**src/rtl/core/ssm_pkg.sv**
```systemverilog
`default_nettype none
package ssm_pkg;

    localparam int CFG_IDX_W    = 3;
    localparam int CFG_DATA_W   = 16;
    localparam int NORM_W       = 62;
    localparam int ROOT_W       = 31;
    localparam int SCALE_W      = 46;
    localparam int CX_W         = 34;
    localparam int CZ_W         = 26;
    localparam int SHIFT_W      = 5;
    localparam int CORDIC_STEPS = 23;
    localparam int ROW_W        = 12;

    localparam logic [CFG_IDX_W-1:0] REG_ROW_WIDTH   = 3'd0;
    localparam logic [CFG_IDX_W-1:0] REG_FRAME_ROWS  = 3'd1;
    localparam logic [CFG_IDX_W-1:0] REG_HSCALE      = 3'd2;
    localparam logic [CFG_IDX_W-1:0] REG_FLAT_LIMIT  = 3'd3;
    localparam logic [CFG_IDX_W-1:0] REG_STEEP_LIMIT = 3'd4;

    localparam logic CMD_PIXEL = 1'b0;
    localparam logic CMD_FLUSH = 1'b1;

    localparam logic [1:0] CLS_FLAT   = 2'd0;
    localparam logic [1:0] CLS_NORMAL = 2'd1;
    localparam logic [1:0] CLS_STEEP  = 2'd2;

    localparam logic [13:0] SLOPE_MAX = 14'd11520;

    localparam logic [21:0] ATAN_TAB [CORDIC_STEPS] = '{
        22'd2949120, 22'd1740967, 22'd919879, 22'd466945, 22'd234379, 22'd117304,
        22'd58666, 22'd29335, 22'd14668, 22'd7334, 22'd3667, 22'd1833, 22'd917,
        22'd458, 22'd229, 22'd115, 22'd57, 22'd29, 22'd14, 22'd7, 22'd4, 22'd2, 22'd1
    };

    typedef struct packed {
        logic        cmd;
        logic [15:0] height;
    } t_in_word;

    typedef struct packed {
        logic [13:0] slope_deg;
        logic [1:0]  slope_class;
        logic        frame_last;
    } t_out_word;

    typedef struct packed {
        logic vld;
        logic last;
    } t_tag;

    typedef struct packed {
        logic               vld;
        logic               last;
        logic               zero;
        logic [SHIFT_W-1:0] s;
    } t_meta;

    function automatic logic signed [CX_W-1:0] shr_tz(input logic signed [CX_W-1:0] v,
                                                      input int n);
        logic signed [CX_W-1:0] a;
        if (v < 0) begin
            a = -v;
            return -(a >>> n);
        end
        return v >>> n;
    endfunction

endpackage
`default_nettype wire

```
**src/rtl/core/ssm_sqrt_cell.sv**
```systemverilog
`default_nettype none
module ssm_sqrt_cell #(
    parameter int STEP = 30
) (
    input  wire                           i_clk,
    input  wire                           i_rst_n,
    input  wire                           i_en,
    input  ssm_pkg::t_meta                i_meta,
    input  wire  [ssm_pkg::NORM_W-1:0]    i_rem,
    input  wire  [ssm_pkg::ROOT_W-1:0]    i_root,
    input  wire  [ssm_pkg::NORM_W-1:0]    i_val,
    output ssm_pkg::t_meta                o_meta,
    output logic [ssm_pkg::NORM_W-1:0]    o_rem,
    output logic [ssm_pkg::ROOT_W-1:0]    o_root,
    output logic [ssm_pkg::NORM_W-1:0]    o_val
);
    import ssm_pkg::*;

    logic [NORM_W:0]   trial;
    logic              take;
    t_meta             r_meta;
    logic [NORM_W-1:0] r_rem, r_val;
    logic [ROOT_W-1:0] r_root;

    assign trial = ((NORM_W+1)'(i_root) << (STEP + 1)) + ((NORM_W+1)'(1) << (2 * STEP));
    assign take  = (NORM_W+1)'(i_rem) >= trial;

    always_ff @(posedge i_clk) begin
        if (i_en) begin
            r_rem  <= take ? NORM_W'((NORM_W+1)'(i_rem) - trial) : i_rem;
            r_root <= take ? (i_root | (ROOT_W'(1) << STEP)) : i_root;
            r_val  <= i_val;
        end
    end

    always_ff @(posedge i_clk) begin
        if (!i_rst_n) begin
            r_meta <= '0;
        end else if (i_en) begin
            r_meta <= i_meta;
        end
    end

    assign o_meta = r_meta;
    assign o_rem  = r_rem;
    assign o_root = r_root;
    assign o_val  = r_val;

endmodule
`default_nettype wire

```
**config.mk**
```make
export PLATFORM = sky130hd
export DESIGN_NAME = ssm_sqrt_cell
export DESIGN_NICKNAME = d
export VERILOG_FILES = /design/src/rtl/core/ssm_pkg.sv /design/src/rtl/core/ssm_sqrt_cell.sv
export SDC_FILE = /design/constraint.sdc
export NUM_CORES = 1
export LEC_CHECK = 0
export BUFFER_PORTS_ARGS = -buffer_cell sky130_fd_sc_hd__buf_2
export CAP_MARGIN = 0
export CELL_PAD_IN_SITES_DETAIL_PLACEMENT = 0
export CELL_PAD_IN_SITES_GLOBAL_PLACEMENT = 1
export CORE_UTILIZATION = 30
export CTS_BUF_LIST = sky130_fd_sc_hd__clkbuf_8 sky130_fd_sc_hd__clkbuf_16
export CTS_CLUSTER_SIZE = 40
export DETAILED_ROUTE_END_ITERATION = 10
export MAX_ROUTING_LAYER = met4
export PLACE_DENSITY_LB_ADDON = 0.12
export SLEW_MARGIN = 20
export SYNTH_ARGS = -nofsm -noshare
export SYNTH_HDL_FRONTEND = slang
export SYNTH_SLANG_ARGS = --single-unit
```
**constraint.sdc**
```tcl
create_clock -name i_clk -period 5.8 [get_ports i_clk]
set_input_delay 1.16 -clock i_clk [delete_from_list [all_inputs] [get_ports i_clk]]
set_output_delay 1.16 -clock i_clk [all_outputs]
set_load 0.005 [all_outputs]
```
==> flow_metrics.env <==
export IMPL_rsz0062_at_grt="no"
export IMPL_clock_sinks=163
export IMPL_power_density_mw_per_mm2=309.2
export IMPL_track_usage_pct=18.39
export IMPL_grt_max_degree=75
export IMPL_r2r_start="o_meta[0]"
export IMPL_drc=0
export IMPL_crit_buf_inv=4
export IMPL_hold_buffers=0
export IMPL_critPathLaunch="i_rem[31]"
export IMPL_synth_largest_area_cell="edfxtp_1"
export IMPL_seq_area_mm2=0.004815
export IMPL_cts_made_buffers=17
export IMPL_relSlewSlack_pct=52.13
export IMPL_routed_wl_um=22770
export IMPL_synth_ff_latch_count=163
export IMPL_finalSetupTns_ps=0
export IMPL_synth_most_common_cell="edfxtp_1"
export IMPL_clockBufferDepth=2
export IMPL_cp_max_fo=18
export IMPL_netlist_area_leader_share_pct=61.92
export IMPL_critPathRequiredTime_ps=5970
export IMPL_num_vias=5483
export IMPL_grt_pass1_vias=5678
export IMPL_placed_cells=1158
export IMPL_async_flop_share_pct=0
export IMPL_synth_avg_cell_area_um2=14.60
export IMPL_start_util_pct=30.73
export IMPL_drt_initial_drc_count=268
export IMPL_nets=1052
export IMPL_period_needed_ps=4353
export IMPL_peakVddDrop_mv=0.1471
export IMPL_synth_common_cells="edfxtp_1 (155), inv_1 (37), ha_1 (32)"
export IMPL_status="completed"
export IMPL_io_pins=329
export IMPL_synth_area_top_cells="edfxtp_1 (62%), mux2_4 (5.4%), ha_1 (5.3%)"
export IMPL_core_area_mm2=0.02446
export IMPL_worst_endpoint_arrival_ps=4520
export IMPL_syn_num_nets=714
export IMPL_setup_ws_ps=1447
export IMPL_grt_pass1_wl_um=34510
export IMPL_drive_gt1_share_pct=47.11
export IMPL_worstSetupStartpointType="input port"
export IMPL_worstSetupEndpointType="flip-flop"
export IMPL_drv_slew=0
export IMPL_p_leak_nw=4.541
export IMPL_crit_path_top_delay_cell="a311o_2"
export IMPL_synth_flop_cell="edfxtp_1"
export IMPL_synth_warnings=0
export IMPL_area_growth_pct=34.15
export IMPL_critical_path_class="in -> reg"
export IMPL_postCtsSetupBuffers=0
export IMPL_routabilityCongestion=0.8769
export IMPL_cap_viol_max_count=0
export IMPL_stdcell_count=1197
export IMPL_syn_area_mm2=0.007517
export IMPL_nFillCells=2369
export IMPL_dp_worst_setup_slack_ps=982.0
export IMPL_clk_latency_ps=410
export IMPL_period_share_pct=75.06
export IMPL_yosysSeqAreaShare_pct=64.05
export IMPL_crit_family="compound AO/OA/AOI/OAI gates"
export IMPL_critical_path_max_stage_delay_ps=650
export IMPL_io_buffers=328
export IMPL_cts_resized=0
export IMPL_crit_chain="buf_2 -> inv_1 -> ha_1 -> inv_1 -> fa_1 -> a211o_2 -> a21oi_2 -> o211ai_2 -> a31o_2 -> a31oi_4 -> o21ai_2 -> a311o_2 -> buf_12 -> mux2_4"
export IMPL_clock_root_buffer="clkbuf_16"
export IMPL_min_path_type="reg -> reg"
export IMPL_antenna_found_initial=7
export IMPL_dpl_hpwl_um=18090
export IMPL_finalSetupViolations=0
export IMPL_fmax_mhz=229.7
export IMPL_die_h_um=160.3
export IMPL_synth_cell_types=62
export IMPL_design_die_area_mm2=0.02569
export IMPL_fp_row_count=57
export IMPL_routed_via_density=4.581
export IMPL_worstMarginPinSlew_ps=718.0
export IMPL_syn_instance_count=515
export IMPL_hp_start="o_meta[6]"
export IMPL_cts_htree_levels=4
export IMPL_postRouteAntennaNets=0
export IMPL_grt_ovfl_total=0
export IMPL_cts_tree="done"
export IMPL_firstDrtPassIters=5
export IMPL_post_drt_wl_per_cell_um=19.02
export IMPL_synth_edf_count=155
export IMPL_fp_dieW_um=160.3
export IMPL_crit_top_cell="inv_1"
export IMPL_clkTransAtPathRegs_ps=70
export IMPL_fin_worst_skew_ps=0
export IMPL_multi_input_area_mm2=0.002439
export IMPL_hold_viol_final=0
[power by group]
part	switching [mW]	leakage (nW)	internal, mW
Clock	0.546	0.288	0.579
Combinational	0.287	2.67	0.269
Sequential	0.0261	1.58	1.41
Total	0.859	4.54	2.26
[registers in the layout, indices dropped and copies added, names as in the netlist]
signal  flops
o_root     31
o_meta      8
o_rem      62
o_val      62
[final timing paths]
path                to  slack (ps)  cells after the start
max          o_rem[56]        1450                     14
min          o_meta[6]         530                      2
max reg2reg  o_meta[0]        5180                      2
min reg2reg  o_meta[6]         530                      2
[through the flow]
stage	util, %	power (mW)	area (um2)	hold slack (ps)
2_1_floorplan	-	1.763	7517	507.6
3_3_place_gp	38.67	2.022	9460	502.5
3_5_place_dp	38.76	2.027	9480	516.4
4_1_cts	41.15	3.175	10070	533.3
5_1_grt	41.23	3.269	10080	555.0
6_report	41.23	3.118	10080	527.0
[per-layer routing]
metal | global-route usage [%] | vias up | part of all wire, %
li1 | - | 2635 | -
met1 | 21.52 | 2632 | 42
met2 | 31.58 | 206 | 51
met3 | 4.985 | 10 | 6.5
met4 | 3.853 | 0 | 0.73
met5 | - | - | 0
[worst min-delay path, cell delays in order, from the launching register on]
cell and delay (ps):
dfxtp_1 330, mux2i_1 70, nor2b_1 90
[final cells by class]
type,instances,area share [%]
diodes,7,0.1737
clock buffers,17,4.218
clock inverters,15,1.600
inverters,37,1.377
multi-input cells,303,24.18
flip-flops and latches,163,47.74
well taps,324,4.020
repair buffers,331,16.69
[kinds of logic (layout without fill, tap and decap cells)]
kind of cell / Yosys count / in the layout / share of synthesized area, %
DFF: 163 / 163 / 64.05
and+or+nand+nor: 103 / 103 / 7.191
AOI/OAI and AO/OA: 102 / 102 / 9.604
buffers and inverters: 49 / 400 / 3.512
muxes: 39 / 39 / 7.024
adders and majority gates: 33 / 33 / 5.593
xor gates and xnor gates: 26 / 26 / 3.029
other: 0 / 7 / 0
[placed cells by master (no fill, tap or decap), types with 3 or more instances in the layout]
cell         n
a211oi_1     4
a21o_1      23
a21oi_1     25
a221oi_1     4
and3_1       4
buf_2      327
clkbuf_16   17
clkinv_4     3
clkinv_8     3
dfxtp_1      8
diode_2      7
edfxtp_1   155
ha_1        32
inv_1       37
inv_6        3
inv_8        5
mux2_4      27
mux2i_1     10
nand2_1     20
nand3_1     10
nand4_1      7
nor2_1      22
nor2b_1     14
nor3_1       4
nor4_1       8
o21a_1       6
o21ai_0     13
o21bai_1     4
xnor2_1     14
xor2_1      12
No activity file was read; power rests on OpenSTA's default activity.
