## config.mk

```make
export PLATFORM = sky130hd
export DESIGN_NAME = ssm_cordic_cell
export DESIGN_NICKNAME = d
export VERILOG_FILES = /design/src/rtl/core/ssm_pkg.sv /design/src/rtl/core/ssm_cordic_cell.sv
export SDC_FILE = /design/constraint.sdc
export NUM_CORES = 1
export LEC_CHECK = 0
export ABC_AREA = 1
export ABC_CLOCK_PERIOD_IN_PS = 4900
export BUFFER_PORTS_ARGS = -buffer_cell sky130_fd_sc_hd__clkbuf_2
export CAP_MARGIN = 10
export CORE_MARGIN = 2
export CORE_UTILIZATION = 26
export CTS_BUF_LIST = sky130_fd_sc_hd__clkbuf_4 sky130_fd_sc_hd__clkbuf_8
export DETAILED_ROUTE_END_ITERATION = 6
export PLACE_DENSITY = 0.42
export RECOVER_POWER = 100
export SYNTH_ARGS = -nofsm -noshare
export SYNTH_HDL_FRONTEND = slang
export SYNTH_SLANG_ARGS = --single-unit
```

## constraint.sdc

```tcl
create_clock -name i_clk -period 4.9 [get_ports i_clk]
set_input_delay 0.98 -clock i_clk [delete_from_list [all_inputs] [get_ports i_clk]]
set_output_delay 0.98 -clock i_clk [all_outputs]
set_load 0.05 [all_outputs]
```

## src/rtl/core/ssm_pkg.sv

```systemverilog
`default_nettype none
package ssm_pkg;

    localparam int CFG_IDX_W    = 3;
    localparam int CFG_DATA_W   = 16;
    localparam int NORM_W       = 62;
    localparam int ROOT_W       = 31;
    localparam int SCALE_W      = 46;
    localparam int CX_W         = 34;
    localparam int CZ_W         = 26;
    localparam int SHIFT_W      = 5;
    localparam int CORDIC_STEPS = 23;
    localparam int ROW_W        = 12;

    localparam logic [CFG_IDX_W-1:0] REG_ROW_WIDTH   = 3'd0;
    localparam logic [CFG_IDX_W-1:0] REG_FRAME_ROWS  = 3'd1;
    localparam logic [CFG_IDX_W-1:0] REG_HSCALE      = 3'd2;
    localparam logic [CFG_IDX_W-1:0] REG_FLAT_LIMIT  = 3'd3;
    localparam logic [CFG_IDX_W-1:0] REG_STEEP_LIMIT = 3'd4;

    localparam logic CMD_PIXEL = 1'b0;
    localparam logic CMD_FLUSH = 1'b1;

    localparam logic [1:0] CLS_FLAT   = 2'd0;
    localparam logic [1:0] CLS_NORMAL = 2'd1;
    localparam logic [1:0] CLS_STEEP  = 2'd2;

    localparam logic [13:0] SLOPE_MAX = 14'd11520;

    localparam logic [21:0] ATAN_TAB [CORDIC_STEPS] = '{
        22'd2949120, 22'd1740967, 22'd919879, 22'd466945, 22'd234379, 22'd117304,
        22'd58666, 22'd29335, 22'd14668, 22'd7334, 22'd3667, 22'd1833, 22'd917,
        22'd458, 22'd229, 22'd115, 22'd57, 22'd29, 22'd14, 22'd7, 22'd4, 22'd2, 22'd1
    };

    typedef struct packed {
        logic        cmd;
        logic [15:0] height;
    } t_in_word;

    typedef struct packed {
        logic [13:0] slope_deg;
        logic [1:0]  slope_class;
        logic        frame_last;
    } t_out_word;

    typedef struct packed {
        logic vld;
        logic last;
    } t_tag;

    typedef struct packed {
        logic               vld;
        logic               last;
        logic               zero;
        logic [SHIFT_W-1:0] s;
    } t_meta;

    function automatic logic signed [CX_W-1:0] shr_tz(input logic signed [CX_W-1:0] v,
                                                      input int n);
        logic signed [CX_W-1:0] a;
        if (v < 0) begin
            a = -v;
            return -(a >>> n);
        end
        return v >>> n;
    endfunction

endpackage
`default_nettype wire

```

## src/rtl/core/ssm_cordic_cell.sv

```systemverilog
`default_nettype none
module ssm_cordic_cell #(
    parameter int STEP = 0
) (
    input  wire                                  i_clk,
    input  wire                                  i_rst_n,
    input  wire                                  i_en,
    input  ssm_pkg::t_meta                       i_meta,
    input  wire  signed [ssm_pkg::CX_W-1:0]      i_x,
    input  wire  signed [ssm_pkg::CX_W-1:0]      i_y,
    input  wire  signed [ssm_pkg::CZ_W-1:0]      i_z,
    output ssm_pkg::t_meta                       o_meta,
    output logic signed [ssm_pkg::CX_W-1:0]      o_x,
    output logic signed [ssm_pkg::CX_W-1:0]      o_y,
    output logic signed [ssm_pkg::CZ_W-1:0]      o_z
);
    import ssm_pkg::*;

    logic signed [CX_W-1:0] xs, ys;
    logic signed [CZ_W-1:0] ang;
    t_meta                  r_meta;
    logic signed [CX_W-1:0] r_x, r_y;
    logic signed [CZ_W-1:0] r_z;

    assign xs  = shr_tz(i_x, STEP);
    assign ys  = shr_tz(i_y, STEP);
    assign ang = $signed({4'b0000, ATAN_TAB[STEP]});

    always_ff @(posedge i_clk) begin
        if (i_en) begin
            if (!i_y[CX_W-1]) begin
                r_x <= i_x + ys;
                r_y <= i_y - xs;
                r_z <= i_z + ang;
            end else begin
                r_x <= i_x - ys;
                r_y <= i_y + xs;
                r_z <= i_z - ang;
            end
        end
    end

    always_ff @(posedge i_clk) begin
        if (!i_rst_n) begin
            r_meta <= '0;
        end else if (i_en) begin
            r_meta <= i_meta;
        end
    end

    assign o_meta = r_meta;
    assign o_x    = r_x;
    assign o_y    = r_y;
    assign o_z    = r_z;

endmodule
`default_nettype wire

```

==> results.py <==
metrics = {
    "global_route": {
        "grt_use_total": 0.182,
        "grt_pass1_wl_um": 55900,
        "met2_usage": 0.323,
        "grt.busiest_layer": "met2",
        "grt_max_degree": 40,
        "grt-ovfl-total": 0,
        "grt_use_met3": 0.0198,
        "met1_usage": 0.231,
        "antenna_found_initial": 0,
        "first_global_vias": 10100,
    },
    "timing": {
        "final_hold_viol_count": 0,
        "tightest_slew_ps": 2020,
        "fin_setup_tns_ps": 0,
        "setup_viol": 0,
        "finalMaxSlewViolations": 107,
        "layout_min_cycle_time_ps": 4080,
        "max_freq_mhz": 245,
        "clock_skew_ps": 0,
        "max-slew-margin-rel": -0.345,
        "finalCritPeriodShare": 0.833,
        "rsz0062_at_grt": "false",
        "whs_ps": 517,
    },
    "yosys": {
        "yosysTopAreaCellShare": 0.276,
        "syn_area_per_cell_um2": 6.69,
        "ys_ff_latch": 101,
        "yosysTopAreaCell": "edfxtp_1",
        "netlist_area_um2": 10100,
        "ys_warn_count": 0,
        "synth_cell_types": 36,
        "synthTopCellsByArea": "edfxtp_1 28%, nand2_1 16%, ha_1 9.4%, inv_1 8.3%, xor2_1 7.5%",
        "synthArstFlopShare": 0,
        "syn_inst": 1514,
        "seq_area_frac_synth": 0.291,
        "synth_edf_count": 93,
        "synth-main-ff-cell": "edfxtp_1",
        "syn_nets": 1698,
    },
    "worst_setup_path": {
        "max_stage_delay_ps": 350,
        "crit_arrival_ps": 4280,
        "crit_cells": 21,
        "path_cells": "clkbuf_1 -> inv_1 -> ha_1 -> nand2_1 -> nor2_1 -> clkinv_1 -> nor2_1 -> nand3_2 -> nand2_1 -> o21ai_0 -> o21ai_0 -> nand2_1 -> ha_1 -> a21oi_1 -> inv_1 -> nor2_1 -> o21ai_0 -> a21oi_1 -> nand2_1 -> nand2_1 -> nand2_1",
        "required_ps": 5100,
        "start_kind": "primary input",
        "critPathSlowestCell": "ha_1",
        "crit_fanout": 5,
        "crit_buf_inv": 4,
        "ff2ff_path_depth": 2,
        "path_common_cell": "nand2_1",
        "worstSetupEndpointType": "register",
        "crit_type": "primary input to register",
        "crit_family": "simple AND/OR/NAND/NOR gates",
    },
    "floorplan": {
        "top_level_ports": 207,
        "rows": 72,
        "start_util": 0.263,
        "die_y_um": 201,
        "dieArea_um2": 40600,
        "die_w_um": 201,
        "fp.coreArea_um2": 38600,
    },
    "drt": {
        "drcViolationCount": 0,
        "wl_per_cell_um": 16.4,
        "vias": 10100,
        "routed_via_density": 4.50,
        "first_pass_iters": 5,
        "routed_wl_um": 37000,
        "antenna_left": 0,
        "drtIter0Drc": 491,
    },
    "clock_tree": {
        "post_cts_buffers": 0,
        "root_buffer": "clkbuf_8",
        "cts.clk_slew.worst_paths_ps": 130,
        "ctsResizeCount": 0,
        "tritoncts": "done",
        "clock_sinks": 101,
        "h-tree-depth": 3,
        "cts_buffers": 9,
        "clkLatencyLatePin_ps": 440,
        "hold_buffers": 0,
        "clk_path_buf_depth": 2,
    },
    "outcome": {
        "outcome": "finished, violations left",
        "violations": "max-capacitance violations, max-slew violations",
    },
    "layout": {
        "area_growth_pct": 16.4,
        "drive_gt1_frac": 0.0930,
        "nets": 1910,
        "diodes": 0,
    },
    "placed_design": {
        "place_congestion": 0.900,
        "dp_hpwl_um": 31700,
        "port_buffers": 206,
    },
    "run": {
        "maxCapViolCount": 3,
    },
    "pwr": {
        "power.total_mw": 3.48,
        "power_density_nw_per_um2": 295,
        "ir_drop_mv": 0.165,
        "leakagePower_nw": 5.68,
    },
    "min_path": {
        "hp-class": "register to register",
        "hold_path_depth": 2,
    },
}
==> metal layers <==
metal / part of all wire / vias up / wire (um)
met5: 0 / - / 0
met4: 0.018 / 0 / 656
met3: 0.028 / 33 / 1050
met2: 0.49 / 176 / 18200
met1: 0.46 / 4633 / 17000
li1: - / 5282 / -
==> worst register-to-register path, stage by stage, from the launching register on <==
cell	delay, ps
dfxtp_1	320
o21ai_0	150
nor2_1	70
==> cell type report <==
| type | count | area (um^2) |
|---|---|---|
| fillers | 4395 | 26800 |
| well taps | 518 | 648 |
| clock inverters | 7 | 63.8 |
| multi-input cells | 1165 | 6180 |
| clock buffers | 9 | 124 |
| repair buffers | 211 | 938 |
| inverters | 238 | 893 |
| flip-flops and latches | 101 | 2950 |
==> layout by cell type, fill, tap and decap left out, types with 4 or more instances in the layout <==
cell type,Yosys,final
nand4_1,15,15
xor2_1,87,87
clkbuf_2,0,98
ha_1,76,76
nor2_4,6,4
nor3_1,28,31
edfxtp_1,93,93
inv_2,14,11
o21ai_0,64,67
a21oi_1,92,92
nor2_2,16,15
o21ai_1,9,7
nand2_1,435,444
clkbuf_8,0,9
o21bai_1,6,6
xnor2_1,13,13
nand3_1,82,83
dfxtp_1,8,8
nor2_1,192,195
a31oi_1,4,4
inv_1,224,226
clkbuf_1,6,110
==> registers in the layout (all words and copies together), names as in the netlist <==
register and cells:
o_meta 8, o_x 34, o_y 33, o_z 26
==> worst paths after layout <==
kind	slack [ps]	to	from
worst max register to register	4250	o_meta[2]	o_meta[2]
worst min register to register	520	o_meta[3]	o_meta[3]
worst max-delay path	820	o_x[31]	i_y[1]
worst min-delay path	520	o_meta[3]	o_meta[3]
==> cell usage after synthesis (2+ instances only) <==
library cell and count:
o21bai_1 6, nand2_2 12, clkbuf_1 6, a31oi_1 4, a21o_1 2, xor2_1 87, nor2_4 6, nand2_1 435
edfxtp_1 93, a21oi_1 92, dfxtp_1 8, inv_2 14, ha_1 76, nand3_1 82, xnor2_1 13, nor3_1 28
a21oi_2 3, o21ai_0 64, buf_2 3, o21ai_1 9, nand3_2 4, or2_2 2, nor2_2 16, nand4_1 15
nor2_1 192, nand3b_1 3, inv_1 224, nor3_2 5, fa_1 3
==> report_power, final <==
group / internal (mW) / leakage (nW) / switching, mW / total [mW]
sequential: 1.14 / 0.976 / 0.0440 / 1.18
combinational: 0.420 / 4.61 / 1.30 / 1.72
clock: 0.198 / 0.100 / 0.376 / 0.574
==> through the flow <==
stage	util	setup WS (ps)	std cells	cell area (um^2)
after floorplan	-	1540	1514	10100
after global placement	0.307	660	2233	11800
after detailed placement	0.307	615	2233	11800
after CTS	0.311	1100	2249	12000
after global routing	0.306	407	2249	11800
final	0.306	817	2249	11800
==> logic make-up after synthesis <==
| group | after synthesis | synth area share |
|---|---|---|
| AOI/OAI and AO/OA | 184 | 0.0958 |
| buffers and inverters | 248 | 0.0926 |
| DFF | 101 | 0.291 |
| and+or+nand+nor | 802 | 0.334 |
| xor gates and xnor gates | 100 | 0.0864 |
| adders and majority gates | 79 | 0.0998 |
(Power assumes the default switching activity.)
